`src/rtl/first_fit_block_allocator_core_defines.svh`:
```
// ----------------------------------------------------------------------------
// First-fit block allocator assertion macros
// Concurrent check wrappers; define ASSERT_OFF to compile them out.
// ----------------------------------------------------------------------------
`ifndef FIRST_FIT_BLOCK_ALLOCATOR_CORE_DEFINES_SVH
`define FIRST_FIT_BLOCK_ALLOCATOR_CORE_DEFINES_SVH

`ifndef ASSERT_OFF
// Check a property on every rising clock edge outside reset
`define FFBA_ASSERT(label, prop) \
    label: assert property (@(posedge clk) disable iff (!rst_n) prop) \
        else $error("ffba assertion failed");
// Check that an antecedent implies a consequent in the same cycle
`define FFBA_ASSERT_IMP(label, ante, cons) \
    label: assert property (@(posedge clk) disable iff (!rst_n) (ante) |-> (cons)) \
        else $error("ffba implication failed");
`else
`define FFBA_ASSERT(label, prop)
`define FFBA_ASSERT_IMP(label, ante, cons)
`endif

`endif

```
`src/rtl/ffba_pkg.sv`:
```
// ----------------------------------------------------------------------------
// ffba_pkg
// Shared types and constants of the first-fit block allocator.
// ----------------------------------------------------------------------------
`default_nettype none

package ffba_pkg;

    localparam int MAX_BLOCKS_DEF   = 64;
    localparam int HEADER_BYTES_DEF = 24;

    localparam logic [31:0] HEAP_BASE_RST  = 32'h0000_1000;
    localparam logic [31:0] HEAP_LIMIT_RST = 32'hFFFF_FFFF;
    localparam logic [31:0] SIZE_CAP       = 32'h7FFF_FFFF;

    typedef enum logic [1:0] {
        OP_ALLOC   = 2'd0,
        OP_FREE    = 2'd1,
        OP_REALLOC = 2'd2,
        OP_CALLOC  = 2'd3
    } op_t;

    typedef enum logic [2:0] {
        ST_OK       = 3'd0,
        ST_ZERO     = 3'd1,
        ST_NOSPACE  = 3'd2,
        ST_OVERFLOW = 3'd3,
        ST_UNKNOWN  = 3'd4
    } status_t;

    localparam logic [1:0] CFG_HEAP_BASE  = 2'd0;
    localparam logic [1:0] CFG_HEAP_LIMIT = 2'd1;

    typedef struct packed {
        logic        free;
        logic [30:0] size;
        logic [31:0] addr;
    } entry_t;

    typedef struct packed {
        status_t     status;
        logic [31:0] result_address;
        logic [30:0] copy_bytes;
        logic [31:0] released_address;
    } res_t;

endpackage

`default_nettype wire

```
`src/rtl/ffba_table.sv`:
```
// ----------------------------------------------------------------------------
// ffba_table
// Block table memory: one write port, one read port with registered data.
// ----------------------------------------------------------------------------
`default_nettype none

module ffba_table
    import ffba_pkg::*;
#(
    parameter int MAX_BLOCKS = MAX_BLOCKS_DEF,
    localparam int IDXW = $clog2(MAX_BLOCKS)
)
(
    input  wire logic            clk,
    input  wire logic            rd_en,
    input  wire logic [IDXW-1:0] rd_idx,
    output entry_t               rd_data,
    input  wire logic            wr_en,
    input  wire logic [IDXW-1:0] wr_idx,
    input  wire entry_t          wr_data
);

    entry_t mem [MAX_BLOCKS];
    entry_t rd_data_reg;

    always_ff @(posedge clk)
    begin
        if (wr_en)
        begin
            mem[wr_idx] <= wr_data;
        end
        if (rd_en)
        begin
            rd_data_reg <= mem[rd_idx];
        end
    end

    assign rd_data = rd_data_reg;

endmodule

`default_nettype wire

```
`config.mk`:
```
export PLATFORM = sky130hd
export DESIGN_NAME = ffba_table
export DESIGN_NICKNAME = d
export VERILOG_FILES = /design/src/rtl/first_fit_block_allocator_core_defines.svh /design/src/rtl/ffba_pkg.sv /design/src/rtl/ffba_table.sv
export SDC_FILE = /design/constraint.sdc
export NUM_CORES = 2
export LEC_CHECK = 0
export ABC_AREA = 0
export BUFFER_PORTS_ARGS = -buffer_cell sky130_fd_sc_hd__buf_2
export CAP_MARGIN = 40
export CORE_MARGIN = 2
export CORE_UTILIZATION = 52
export CTS_CLUSTER_DIAMETER = 40
export DETAILED_ROUTE_END_ITERATION = 16
export PLACE_DENSITY = 0.68
export RECOVER_POWER = 50
export SETUP_SLACK_MARGIN = 0.2
export SYNTH_ARGS = -nofsm -noshare
export SYNTH_HDL_FRONTEND = slang
export SYNTH_SLANG_ARGS = --single-unit
```
`constraint.sdc`:
```
create_clock -name clk -period 14.23 [get_ports clk]
set_input_delay 0.7115 -clock clk [delete_from_list [all_inputs] [get_ports clk]]
set_output_delay 0.7115 -clock clk [all_outputs]
set_load 0.02 [all_outputs]
```
Yosys cells after proc, flatten, opt, wreduce, memory -nomap -nowiden
Memory sizes are Yosys's and may differ from the RTL's. A register that Yosys moved wholly into a read port is not among the register bits. Index checks and enable logic that the tools add are counted. Widths: inputs -> output; s select.

Register bits: 0. Bits in writable memories: 4096. Output and inout bits: 64. Logic and storage cells: 3. Memories: 1.

Memory list: mem (words 64, width 64, read ports 1, clocked after Yosys merged registers in 1, write ports 1, RTL line ffba_table.sv:23) `entry_t mem [MAX_BLOCKS];`.

Multiplexer cells: 2.

Operators by type and width (number): $mux 1 (2).

Depth between registers and ports, before layout
Depth after elaboration: 2. Gate-level depth with buffers: 9.

Worst setup path after synthesis
OpenSTA, ideal clock, no wires.

Path kind: input -> register. Start point: input wr_idx[3]. End point: memory mem[48][0] in the netlist's numbering (enable). Library setup time: 0.564 ns. Data arrival time: 5.583 ns. Data required time: 13.666 ns. Path slack: 8.083 ns. Stages: 4. Cells stage by stage: clkbuf_1 nor2b_1 nand4b_1 nor3_1.

RTL lines: from (decl) (RTL line ffba_table.sv:19) `input wire logic [IDXW-1:0] wr_idx,`; to (decl) (RTL line ffba_table.sv:23).

No word-level cell before the write port.

Worst setup path in the final report
Start point: input rd_en. End point: register rd_data[14] (netlist name).

RTL lines: from (decl) (RTL line ffba_table.sv:15) `input wire logic rd_en,`.

No word-level cell between the ends.

==> out/metrics.cfg <==
[synthesis]
ys_types = 32
synthesis.area_sq_um = 157000
synth_seq_cells = 4160
avgSynthCellArea_sq_um = 23.8
yosysWarnings = 0
synth-edff-count = 4160
synth-main-ff-cell = edfxtp_1
netlist_instances = 6598
async_flop_share_pct = 0
synth_fp_nets = 6677
synth-seq-area-share_pct = 79.6

[global_route]
grt_pass1_wl_microns = 605000
grt_max_degree = 112
grt_pass1_vias = 77600
grt.total_usage_pct = 28.2
antenna_found_initial = 41
gr-total-overflow = 0

[floorplan]
dieArea_sq_um = 306000
ios = 143
num_rows = 201
start_util_pct = 52.3
die_h_microns = 553
core_area_sq_um = 300000
die_x_microns = 553

[worst_hold_path]
hold_path_class = in2reg

[setup_path]
critical_path_class = in2reg
endpoint = rd_data[14]
r2r-start = mem[12][30]
cp-end-kind = flop
reg2reg_to = rd_data[30]
arrival_ns = 5.23
rr_worst_depth = 5
start_kind = input port
critPathLaunch = rd_en
required_ns = 14.88
r2r_slack_ns = 11.66
cp_max_fo = 29

[cts]
cts_sinks = 4160
cts_tree = done
ctsHoldBuffers = 8
root_buffer = clkbuf_16
cts_made_buffers = 467
htreeDepth = 5
ctsLongestPathBuffers = 4
clk_pin_slew_worst_paths_ns = 0.06
cts_resized = 0
postCtsSetupRepairBufs = 0
insertion_delay_ns = 0.99

[place]
routabilityCongestion = 0.788
post-dp-hpwl_microns = 233000
io_buffer_count = 142

[job]
cap_violations = 67

[power]
p_leak_uw = 0.0567
power_density_nw_per_um2 = 150
irDropWorstVdd_v = 0.000138

[routing]
drc_errors = 0
routed.top_layer = met5
vias = 77800
met3_wirelength_microns = 49700
viasPerCell = 6.73
wl_per_cell_microns = 37.5
wl_met1_microns = 157000
wl_met2_microns = 211000
final_antenna_net_count = 0
first_pass_iters = 6
wl_microns = 434000
first_iter_violations = 12300

[final_layout]
final_core_util_pct = 60.4
nets = 7258
largest_reg_flops = 4096
areaGrowthSynthToFinish_pct = 15.4
drive_gt1_share_pct = 29.2
num-fill-cells = 20000

[outcome]
violations = max-capacitance violations, max-slew violations
run_status = complete, but fails checks

[sta]
setup_viol = 0
slew-limit-headroom_pct = -133
slew_violations = 3809
period_share_pct = 32.1
rsz0062_at_grt = no
min_period_ns = 4.57
worstMarginPinSlew_ns = 3.50
finalSetupTns_ns = 0
worst_clock_skew_ns = 0.0564
fmax_ghz = 0.219
final-hold-violation-count = 0

[layout make-up]
type                    instances  area [sq um]  area share, %
multi-input cells            2049         30700           17.0
clock inverters               343          4110           2.27
clock buffers                 518         11900           6.57
inverters                      19          71.3         0.0394
flip-flops and latches       4160        125000           69.0
well taps                    3958          4950           2.73
diodes                         28          70.1         0.0387
repair buffers                482          4380           2.42
[synth_stat cells (all sizes together), types with 26 or more instances]
cell type / n / area share [%]
a22oi: 168 / 0.80
a211oi: 63 / 0.30
nand2: 58 / 0.14
nor2: 112 / 0.27
mux2i: 135 / 0.86
and3: 64 / 0.26
a41oi: 26 / 0.15
nor2b: 28 / 0.11
clkbuf: 140 / 0.33
buf: 230 / 0.80
o221ai: 38 / 0.21
edfxtp: 4160 / 80
or2: 28 / 0.11
or3: 29 / 0.12
mux4: 1024 / 15
o22ai: 83 / 0.33
a22o: 88 / 0.49
nand3: 45 / 0.14
[layer usage]
metal | GRT usage, % | vias up
li1 | - | 29900
met1 | 38.7 | 41800
met2 | 45.1 | 5270
met3 | 5.86 | 884
met4 | 10.6 | 8
met5 | 0 | -
[cells in the final DEF, fill, tap and decap left out, drive strengths merged, types with 64 or more instances in the layout]
master / count
buf: 349
clkinv: 182
mux4: 1024
edfxtp: 4160
mux2i: 135
o22ai: 83
bufinv: 64
a22o: 88
clkbuf: 636
inv: 70
a22oi: 168
and3: 64
nor2: 112
[power by group]
| group | internal, uW | switching (uW) | leakage, uW | total, uW |
|---|---|---|---|---|
| clock | 7270 | 5050 | 0.00767 | 12300 |
| sequential | 13600 | 46.0 | 0.0375 | 13700 |
| combinational | 423 | 735 | 0.0115 | 1160 |
| total | 21300 | 5830 | 0.0567 | 27100 |
[metrics by stage]
stage	instances	instance area [sq um]	setup WS [ns]	hold slack [ns]	power (uW)
2_1_floorplan	6598	157000	8.08	0.810	14500
3_3_place_gp	10500	163000	8.71	0.896	15000
3_5_place_dp	10600	166000	9.15	0.896	15100
4_1_cts	11500	182000	10.20	0.0125	27200
5_1_grt	11500	181000	9.66	0.0652	27800
6_report	11600	181000	9.66	0.0622	27100
[critical path, stage by stage]
cell and delay [ns]:
clkbuf_1 2.37, clkbuf_1 1.75, buf_16 0.30
[cell families (layout without fill, tap and decap cells)]
family | after synthesis | count (layout) | share of synthesized area [%]
AO/OA/AOI/OAI | 504 | 504 | 2.47
buffers and inverters | 389 | 1362 | 1.18
flip-flops | 4160 | 4160 | 79.6
multiplexers | 1159 | 1159 | 15.6
other | 0 | 28 | 0
AND/OR/NAND/NOR | 386 | 386 | 1.23
[how the worst min path moves through the flow]
stage	start	to	slack [ns]	depth (start not counted)
6_report	wr_data[54]	mem[20][54]	0.06	1
5_1_grt	wr_data[54]	mem[20][54]	0.07	1
4_1_cts	wr_data[1]	mem[50][1]	0.01	1
3_5_place_dp	mem[46][10]	rd_data[10]	0.90	4
3_3_place_gp	mem[46][10]	rd_data[10]	0.90	4
2_1_floorplan	wr_data[0]	mem[0][0]	0.81	0
(Power assumes the default switching activity.)
