<file path="src/rtl/first_fit_block_allocator_core_defines.svh">
// ----------------------------------------------------------------------------
// First-fit block allocator assertion macros
// Concurrent check wrappers; define ASSERT_OFF to compile them out.
// ----------------------------------------------------------------------------
`ifndef FIRST_FIT_BLOCK_ALLOCATOR_CORE_DEFINES_SVH
`define FIRST_FIT_BLOCK_ALLOCATOR_CORE_DEFINES_SVH

`ifndef ASSERT_OFF
// Check a property on every rising clock edge outside reset
`define FFBA_ASSERT(label, prop) \
    label: assert property (@(posedge clk) disable iff (!rst_n) prop) \
        else $error("ffba assertion failed");
// Check that an antecedent implies a consequent in the same cycle
`define FFBA_ASSERT_IMP(label, ante, cons) \
    label: assert property (@(posedge clk) disable iff (!rst_n) (ante) |-> (cons)) \
        else $error("ffba implication failed");
`else
`define FFBA_ASSERT(label, prop)
`define FFBA_ASSERT_IMP(label, ante, cons)
`endif

`endif

</file>
<file path="src/rtl/ffba_pkg.sv">
// ----------------------------------------------------------------------------
// ffba_pkg
// Shared types and constants of the first-fit block allocator.
// ----------------------------------------------------------------------------
`default_nettype none

package ffba_pkg;

    localparam int MAX_BLOCKS_DEF   = 64;
    localparam int HEADER_BYTES_DEF = 24;

    localparam logic [31:0] HEAP_BASE_RST  = 32'h0000_1000;
    localparam logic [31:0] HEAP_LIMIT_RST = 32'hFFFF_FFFF;
    localparam logic [31:0] SIZE_CAP       = 32'h7FFF_FFFF;

    typedef enum logic [1:0] {
        OP_ALLOC   = 2'd0,
        OP_FREE    = 2'd1,
        OP_REALLOC = 2'd2,
        OP_CALLOC  = 2'd3
    } op_t;

    typedef enum logic [2:0] {
        ST_OK       = 3'd0,
        ST_ZERO     = 3'd1,
        ST_NOSPACE  = 3'd2,
        ST_OVERFLOW = 3'd3,
        ST_UNKNOWN  = 3'd4
    } status_t;

    localparam logic [1:0] CFG_HEAP_BASE  = 2'd0;
    localparam logic [1:0] CFG_HEAP_LIMIT = 2'd1;

    typedef struct packed {
        logic        free;
        logic [30:0] size;
        logic [31:0] addr;
    } entry_t;

    typedef struct packed {
        status_t     status;
        logic [31:0] result_address;
        logic [30:0] copy_bytes;
        logic [31:0] released_address;
    } res_t;

endpackage

`default_nettype wire

</file>
<file path="src/rtl/ffba_ctrl.sv">
// ----------------------------------------------------------------------------
// ffba_ctrl
// Request sequencer: table scan with one shared compare, bump append and
// element-count multiply, one request at a time.
// ----------------------------------------------------------------------------
`default_nettype none

module ffba_ctrl
    import ffba_pkg::*;
#(
    parameter int MAX_BLOCKS   = MAX_BLOCKS_DEF,
    parameter int HEADER_BYTES = HEADER_BYTES_DEF,
    localparam int IDXW = $clog2(MAX_BLOCKS),
    localparam int CNTW = $clog2(MAX_BLOCKS + 1)
)
(
    input  wire logic            clk,
    input  wire logic            rst_n,
    input  wire logic            in_valid,
    output logic                 in_ready,
    input  wire op_t             in_op,
    input  wire logic [30:0]     in_size,
    input  wire logic [30:0]     in_count,
    input  wire logic [31:0]     in_baddr,
    input  wire logic            base_we,
    input  wire logic [31:0]     base_value,
    input  wire logic [31:0]     heap_limit,
    input  wire logic            out_free,
    output logic                 res_valid,
    output res_t                 res,
    output logic [CNTW-1:0]      entry_count,
    output logic                 rd_en,
    output logic [IDXW-1:0]      rd_idx,
    input  wire entry_t          rd_data,
    output logic                 wr_en,
    output logic [IDXW-1:0]      wr_idx,
    output entry_t               wr_data
);

    typedef enum logic [2:0] {
        S_IDLE, S_MUL, S_MULCHK, S_SCAN, S_APPEND1, S_APPEND2, S_FREEOLD, S_DONE
    } state_t;

    typedef enum logic {
        K_ALLOC, K_LOOKUP
    } kind_t;

    state_t           state_reg,     state_next;
    op_t              op_reg,        op_next;
    kind_t            kind_reg,      kind_next;
    logic [30:0]      size_reg,      size_next;
    logic [30:0]      count_reg,     count_next;
    logic [31:0]      baddr_reg,     baddr_next;
    logic [61:0]      prod_reg,      prod_next;
    logic [CNTW-1:0]  cnt_reg,       cnt_next;
    logic             pend_reg,      pend_next;
    logic [IDXW-1:0]  pend_idx_reg,  pend_idx_next;
    logic [IDXW-1:0]  old_idx_reg,   old_idx_next;
    logic [30:0]      old_size_reg,  old_size_next;
    logic             move_reg,      move_next;
    logic [32:0]      data_reg,      data_next;
    status_t          status_reg,    status_next;
    logic [31:0]      raddr_reg,     raddr_next;
    logic [30:0]      copy_reg,      copy_next;
    logic [31:0]      rel_reg,       rel_next;
    logic [CNTW-1:0]  ecount_reg,    ecount_next;
    logic [31:0]      top_reg,       top_next;

    logic [33:0] new_top;
    logic        hit;

    assign new_top = {1'b0, data_reg} + {3'b000, size_reg};
    assign hit = (kind_reg == K_ALLOC) ? (rd_data.free && (rd_data.size >= size_reg))
                                       : (rd_data.addr == baddr_reg);

    always_comb
    begin
        state_next    = state_reg;
        op_next       = op_reg;
        kind_next     = kind_reg;
        size_next     = size_reg;
        count_next    = count_reg;
        baddr_next    = baddr_reg;
        prod_next     = prod_reg;
        cnt_next      = cnt_reg;
        pend_next     = pend_reg;
        pend_idx_next = pend_idx_reg;
        old_idx_next  = old_idx_reg;
        old_size_next = old_size_reg;
        move_next     = move_reg;
        data_next     = data_reg;
        status_next   = status_reg;
        raddr_next    = raddr_reg;
        copy_next     = copy_reg;
        rel_next      = rel_reg;
        ecount_next   = ecount_reg;
        top_next      = top_reg;
        rd_en         = 1'b0;
        rd_idx        = IDXW'(cnt_reg - 1'b1);
        wr_en         = 1'b0;
        wr_idx        = pend_idx_reg;
        wr_data       = rd_data;
        res_valid     = 1'b0;

        unique case (state_reg)
            S_IDLE:
            begin
                if (in_valid)
                begin
                    op_next     = in_op;
                    size_next   = in_size;
                    count_next  = in_count;
                    baddr_next  = in_baddr;
                    move_next   = 1'b0;
                    status_next = ST_OK;
                    raddr_next  = '0;
                    copy_next   = '0;
                    rel_next    = '0;
                    cnt_next    = ecount_reg;
                    pend_next   = 1'b0;
                    kind_next   = K_ALLOC;
                    state_next  = S_SCAN;
                    unique case (in_op)
                        OP_ALLOC:
                        begin
                            if (in_size == '0)
                            begin
                                status_next = ST_ZERO;
                                state_next  = S_DONE;
                            end
                        end
                        OP_FREE:
                        begin
                            kind_next = K_LOOKUP;
                            if (in_baddr == '0)
                            begin
                                status_next = ST_ZERO;
                                state_next  = S_DONE;
                            end
                        end
                        OP_REALLOC:
                        begin
                            if (in_baddr != '0)
                            begin
                                kind_next = K_LOOKUP;
                            end
                            else if (in_size == '0)
                            begin
                                status_next = ST_ZERO;
                                state_next  = S_DONE;
                            end
                        end
                        OP_CALLOC:
                        begin
                            if (in_count == '0 || in_size == '0)
                            begin
                                status_next = ST_ZERO;
                                state_next  = S_DONE;
                            end
                            else
                            begin
                                state_next = S_MUL;
                            end
                        end
                        default:
                        begin
                            state_next = S_DONE;
                        end
                    endcase
                end
            end

            S_MUL:
            begin
                prod_next  = count_reg * size_reg;
                state_next = S_MULCHK;
            end

            S_MULCHK:
            begin
                if (prod_reg > 62'(SIZE_CAP))
                begin
                    status_next = ST_OVERFLOW;
                    state_next  = S_DONE;
                end
                else
                begin
                    size_next  = prod_reg[30:0];
                    state_next = S_SCAN;
                end
            end

            S_SCAN:
            begin
                // issue the next older entry while checking the one read last cycle
                if (cnt_reg != '0)
                begin
                    rd_en         = 1'b1;
                    cnt_next      = cnt_reg - 1'b1;
                    pend_next     = 1'b1;
                    pend_idx_next = rd_idx;
                end
                else
                begin
                    pend_next = 1'b0;
                end

                if (pend_reg && hit)
                begin
                    if (kind_reg == K_ALLOC)
                    begin
                        wr_en        = 1'b1;
                        wr_data.free = 1'b0;
                        raddr_next   = rd_data.addr;
                        state_next   = move_reg ? S_FREEOLD : S_DONE;
                    end
                    else if (op_reg == OP_FREE)
                    begin
                        wr_en        = 1'b1;
                        wr_data.free = 1'b1;
                        state_next   = S_DONE;
                    end
                    else if (rd_data.free)
                    begin
                        status_next = ST_UNKNOWN;
                        state_next  = S_DONE;
                    end
                    else if (size_reg == '0)
                    begin
                        wr_en        = 1'b1;
                        wr_data.free = 1'b1;
                        status_next  = ST_ZERO;
                        state_next   = S_DONE;
                    end
                    else if (rd_data.size >= size_reg)
                    begin
                        raddr_next = baddr_reg;
                        state_next = S_DONE;
                    end
                    else
                    begin
                        // too small: remember the old block and rescan for a new one
                        old_idx_next  = pend_idx_reg;
                        old_size_next = rd_data.size;
                        move_next     = 1'b1;
                        kind_next     = K_ALLOC;
                        cnt_next      = ecount_reg;
                        pend_next     = 1'b0;
                    end
                end
                else if (!pend_reg && cnt_reg == '0)
                begin
                    if (kind_reg == K_LOOKUP)
                    begin
                        status_next = ST_UNKNOWN;
                        state_next  = S_DONE;
                    end
                    else if (ecount_reg >= CNTW'(MAX_BLOCKS))
                    begin
                        status_next = ST_NOSPACE;
                        state_next  = S_DONE;
                    end
                    else
                    begin
                        state_next = S_APPEND1;
                    end
                end
            end

            S_APPEND1:
            begin
                data_next  = {1'b0, top_reg} + 33'(HEADER_BYTES);
                state_next = S_APPEND2;
            end

            S_APPEND2:
            begin
                if (new_top > {2'b00, heap_limit})
                begin
                    status_next = ST_NOSPACE;
                    state_next  = S_DONE;
                end
                else
                begin
                    wr_en        = 1'b1;
                    wr_idx       = ecount_reg[IDXW-1:0];
                    wr_data.free = 1'b0;
                    wr_data.size = size_reg;
                    wr_data.addr = data_reg[31:0];
                    ecount_next  = ecount_reg + 1'b1;
                    top_next     = new_top[31:0];
                    raddr_next   = data_reg[31:0];
                    state_next   = move_reg ? S_FREEOLD : S_DONE;
                end
            end

            S_FREEOLD:
            begin
                wr_en        = 1'b1;
                wr_idx       = old_idx_reg;
                wr_data.free = 1'b1;
                wr_data.size = old_size_reg;
                wr_data.addr = baddr_reg;
                copy_next    = old_size_reg;
                rel_next     = baddr_reg;
                state_next   = S_DONE;
            end

            S_DONE:
            begin
                if (out_free)
                begin
                    res_valid  = 1'b1;
                    state_next = S_IDLE;
                end
            end

            default:
            begin
                state_next = S_IDLE;
            end
        endcase

        // heap base moves the top only while no block exists
        if (base_we && ecount_reg == '0)
        begin
            top_next = base_value;
        end
    end

    always_ff @(posedge clk or negedge rst_n)
    begin
        if (!rst_n)
        begin
            state_reg    <= S_IDLE;
            op_reg       <= OP_ALLOC;
            kind_reg     <= K_ALLOC;
            size_reg     <= '0;
            count_reg    <= '0;
            baddr_reg    <= '0;
            prod_reg     <= '0;
            cnt_reg      <= '0;
            pend_reg     <= 1'b0;
            pend_idx_reg <= '0;
            old_idx_reg  <= '0;
            old_size_reg <= '0;
            move_reg     <= 1'b0;
            data_reg     <= '0;
            status_reg   <= ST_OK;
            raddr_reg    <= '0;
            copy_reg     <= '0;
            rel_reg      <= '0;
            ecount_reg   <= '0;
            top_reg      <= HEAP_BASE_RST;
        end
        else
        begin
            state_reg    <= state_next;
            op_reg       <= op_next;
            kind_reg     <= kind_next;
            size_reg     <= size_next;
            count_reg    <= count_next;
            baddr_reg    <= baddr_next;
            prod_reg     <= prod_next;
            cnt_reg      <= cnt_next;
            pend_reg     <= pend_next;
            pend_idx_reg <= pend_idx_next;
            old_idx_reg  <= old_idx_next;
            old_size_reg <= old_size_next;
            move_reg     <= move_next;
            data_reg     <= data_next;
            status_reg   <= status_next;
            raddr_reg    <= raddr_next;
            copy_reg     <= copy_next;
            rel_reg      <= rel_next;
            ecount_reg   <= ecount_next;
            top_reg      <= top_next;
        end
    end

    assign in_ready    = (state_reg == S_IDLE);
    assign entry_count = ecount_reg;

    always_comb
    begin
        res.status           = status_reg;
        res.result_address   = (status_reg == ST_OK) ? raddr_reg : '0;
        res.copy_bytes       = (status_reg == ST_OK) ? copy_reg  : '0;
        res.released_address = (status_reg == ST_OK) ? rel_reg   : '0;
    end

endmodule

`default_nettype wire

</file>
<file path="config.mk">
export PLATFORM = sky130hd
export DESIGN_NAME = ffba_ctrl
export DESIGN_NICKNAME = d
export VERILOG_FILES = /design/src/rtl/first_fit_block_allocator_core_defines.svh /design/src/rtl/ffba_pkg.sv /design/src/rtl/ffba_ctrl.sv
export SDC_FILE = /design/constraint.sdc
export NUM_CORES = 2
export LEC_CHECK = 0
export BUFFER_PORTS_ARGS = -buffer_cell sky130_fd_sc_hd__buf_2
export CAP_MARGIN = 20
export CORE_ASPECT_RATIO = 0.6
export CORE_UTILIZATION = 65
export DETAILED_ROUTE_END_ITERATION = 8
export PLACE_DENSITY = 0.87
export SYNTH_ARGS = -nofsm -noshare
export SYNTH_HDL_FRONTEND = slang
export SYNTH_SLANG_ARGS = --single-unit
export TNS_END_PERCENT = 10
</file>
<file path="constraint.sdc">
create_clock -name clk -period 15.2 [get_ports clk]
set_input_delay 3.8 -clock clk [delete_from_list [all_inputs] [get_ports clk]]
set_output_delay 3.8 -clock clk [all_outputs]
set_load 0.05 [all_outputs]
</file>
* Word level (Yosys, flattened, before mapping)
Index checks and enable logic that the tools add are counted.
** Cells by class
- Eq/ne operators :: 35
- Multiply operators :: 1
- Bitwise operators :: 5
- Reductions and logical operators :: 36
- Add/sub/neg operators :: 4
- Order comparisons :: 4
- Muxes and demuxes :: 113
** Operator list (count)
- $mux W32 :: 13
- $pmux W63 S2 :: 1
- $mux W31 :: 4
- $pmux W31 S2 :: 2
- $pmux W32 S3 :: 1
- $logic_not A31 Y1 :: 3
- $mux W3 :: 26
- $mux W64 :: 1
- $pmux W32 S2 :: 1
- $gt A62 B31 Y1 const B :: 1
- $mul A31 B31 Y62 :: 1
- $mux W7 :: 8
- $mux W1 :: 42
- $pmux W3 S4 :: 3
- $add A33 B31 Y34 :: 1
- $gt A34 B32 Y1 :: 1
- $add A32 B5 Y33 const B :: 1
- $eq A32 B32 Y1 :: 1
- $logic_not A32 Y1 :: 1
- $reduce_bool A32 Y1 :: 1
- $ge A31 B31 Y1 :: 1
- $ne A2 B2 Y1 const B :: 12
- $pmux W3 S8 :: 1
- $ne A3 B3 Y1 const B :: 7
- 34 further kinds :: 64
** Storage, ports and cells
- Output and inout bits :: 185
- Input bits :: 229
- Logic and storage cells :: 218
- Register bits :: 384

* Depth between registers and ports, before layout
- Depth after elaboration :: 9
- Mapped depth :: 31
- Depth with buffers taken out :: 28

* Worst setup path after synthesis
OpenSTA, ideal clock, no wires.
- Kind :: input to output
- From :: input heap_limit[27]
- To :: output wr_data[58] (netlist name)
- Slack :: 4.484 ns
- Stages :: 14
- Data arrival time :: 6.916 ns
- Data required time :: 11.400 ns
- Buffers on the path :: 2
- Cell sequence :: inv_1 > ha_1 > a21o_1 > a21o_1 > a21oi_1 > o211ai_1 > or4_1 > and2_1 > or4_4 > nand4_2 > o21ai_2 > buf_6 > buf_6 > a221o_1
** RTL lines
- from (decl) :: RTL line ffba_ctrl.sv:27 : input wire logic [31:0] heap_limit,
- to (decl) :: RTL line ffba_ctrl.sv:37 : output entry_t wr_data

* Final worst setup path
- From :: register size_reg[8]
- To :: output wr_idx[5]
** Between the ends
- Longest elaborated chain between the ends :: 4
** Ends and longest elaborated chain
- from (decl) :: RTL line ffba_ctrl.sv:51 : logic [30:0] size_reg, size_next;
- from (signal assigned) :: RTL line ffba_ctrl.sv:361 : size_reg <= size_next;
- $add A33 B31 Y34 :: RTL line ffba_ctrl.sv:72 : assign new_top = {1'b0, data_reg} + {3'b000, size_reg};
- $gt A34 B32 Y1 :: RTL line ffba_ctrl.sv:278 : if (new_top > {2'b00, heap_limit})
- $mux W6 :: RTL line ffba_ctrl.sv:278
- $pmux W6 S2 :: RTL line ffba_ctrl.sv:105 : unique case (state_reg)
- to (decl) :: RTL line ffba_ctrl.sv:36 : output logic [IDXW-1:0] wr_idx,
Every way passes these cells.

==> flow_summary.ini <==
[timing]
finalHoldViolCount = 0
rsz0062_at_grt = false
post-route-period-util_pct = 79.2
finalSetupTns_ns = 0
fmax_mhz = 83.0
period_minus_slack_ns = 12.04
final-max-slew-violation-count = 0
setup_viol = 0
fin_skew_ns = 0.0344
slew_headroom_pct = 26.2
worstMarginPinSlew_ns = 1.08

[die]
ios = 414
fp.dieW_um = 371
die_h_um = 224
start_util_pct = 66.3
dieArea_um2 = 83100
row_count = 80
core_um2 = 80300

[routing]
vias = 46300
drt-total-wl_um = 191000
ant_nets = 0
drtIter0Drc = 6423
avgRoutedWirePerCell_um = 26.6
vias_per_cell = 6.43
route.detailed.drc = 0
dr.pass1.iters = 8

[final_layout]
drive_above_1_share_pct = 11.1
largest_register_ffs = 62
nNetsFinal = 7503
mostFrequentLayoutCells = nand2_1 (976), inv_1 (917), fa_1 (838)
area_growth_pct = 7.93
fillerInstances = 5882
mostFrequentLayoutCell = nand2_1

[synth]
synthFlopType = dfrtp_1
ys_async_sr_fraction_pct = 100
synth_cell_types = 76
ys_seq_area_share_pct = 18.1
synth-edff-count = 0
avgSynthCellArea_um2 = 9.05
syn-instance-count = 5883
netlist_top_cells_area = fa_1 (32%), dfrtp_1 (18%), ha_1 (8.4%)
ys_warn_count = 0
synth.largest_area_cell = fa_1
synth_fp_nets = 7308
synth_top_area_share_pct = 31.5
ys_ff_latch = 384
syn_area_um2 = 53200

[place]
dpl.hpwl_um = 141000
port_buffers = 413
gp_congestion = 1.09

[global_routing]
grt_use_met2_pct = 59.4
antenna_found_initial = 24
grt_usage_pct = 46.5
met3_usage_pct = 28.4
grt_max_degree = 158
grt_pass1_wl_um = 285000
busiest_layer = met1
grt.overflow.total = 0
use_met1_pct = 62.8
first_global_vias = 46400

[setup_path]
critPathSlowestCell = mux2i_4
arrival_ns = 8.24
worstSetupEndpointType = output port
worstPathRequired_ns = 11.40
crit_path_start_kind = flop
critPathKind = flop to output port
max_stage_delay_ns = 0.87
path_cells = buf_4, ha_1, nand2_1, o221ai_1, a21oi_1, nand2_1, a221oi_1, o21ai_0, o41ai_1, xnor2_1, ha_1, a21o_1, a21o_1, a21oi_1, o211ai_1, or4_1, and2_1, or4_1, mux2i_4, buf_12, a22o_1, a21o_1, buf_2
crit_top_cell = a21o_1
cp_max_fo = 76

[run]
drv_cap = 0

[cts]
clkSinkCount = 384
clkTransAtPathRegs_ns = 0.06
clockBufferDepth = 3
cts_setup_buffers = 0
numCtsBuffers = 41
hold_buffers = 0
cts_tree = built
cts.htree.levels = 2
root_buffer = clkbuf_16
clock_latency_ns = 0.62
cts_resized = 0

[worst_hold_path]
hold_path.class = flop to flop

[outcome]
status = finished, final reports clean
-- synth_stat cells, types with 16 or more instances --
cell type and n:
and2_1 673, xor2_1 79, o21a_1 16, and3_1 21, nand3_1 39, nor2b_1 17, inv_1 917, mux2_2 72
clkbuf_1 333, a21oi_1 121, nor3_1 38, nand2_1 977, a31oi_1 40, a221o_1 69, xnor2_1 74, a21o_1 141
nor4_1 51, dfrtp_1 383, o21bai_1 19, o21ai_0 207, fa_1 838, mux2i_1 66, nand4_1 58, ha_1 358
nor2_1 102
-- area by class of cell --
class,instances,area [um^2],share of cell area (%)
Clock inverter,13,159,0.277
Antenna cell,23,57.6,0.100
Clock buffer,58,1150,2.00
Timing Repair Buffer,504,2800,4.87
Sequential cell,384,9620,16.7
Inverter,917,3440,5.99
Tap cell,1066,1330,2.32
Multi-Input combinational cell,4230,38900,67.7
-- through the flow --
stage | worst slack [ns] | cell area [um^2] | instances | hold WS [ns] | util, %
global placement | 3.41 | 56100 | 7101 | 0.449 | 69.9
finish | 3.16 | 57400 | 7195 | 0.470 | 71.6
CTS | 3.36 | 57400 | 7172 | 0.471 | 71.5
global route | 2.74 | 57400 | 7187 | 0.474 | 71.5
floorplan | 4.48 | 53200 | 5883 | 0.438 | -
detailed placement | 3.37 | 56100 | 7101 | 0.458 | 69.9
-- per-layer routing --
| layer | share of wire [%] | wire, um |
|---|---|---|
| met1 | 37 | 70300 |
| met2 | 38 | 72000 |
| met3 | 20 | 38900 |
| met4 | 5.0 | 9560 |
| met5 | 0.25 | 484 |
-- logic make-up after synthesis --
kind of cell	synth area share, %
simple gates	18.7
compound gates	8.94
buf+inv	9.01
xor+xnor	2.52
fa+ha+maj	39.9
mux	2.85
flops	18.1
-- critical path: cells and delay by family (launching register included) --
| kind | cells | cell delay [ns] |
|---|---|---|
| mux | 1 | 0.87 |
| buf+inv | 3 | 1.23 |
| fa+ha+maj | 2 | 0.70 |
| compound gates | 11 | 2.44 |
| flops | 1 | 0.34 |
| xor+xnor | 1 | 0.26 |
| simple gates | 5 | 1.66 |
-- final timing paths --
check,depth (start not counted),slack (ns),to,start
max reg2reg,25,5.59,prod_reg[60],count_reg[17]
min,1,0.47,rel_reg[16],rel_reg[16]
max in group asynchronous,3,9.79,pend_idx_reg[2],rst_n
min reg2reg,1,0.47,rel_reg[16],rel_reg[16]
min in group asynchronous,1,3.31,prod_reg[29],rst_n
max,23,3.16,wr_idx[5],size_reg[8]
Power is not shown: default switching activity piles up to over one toggle a cycle in this logic, so the estimate is an artifact.
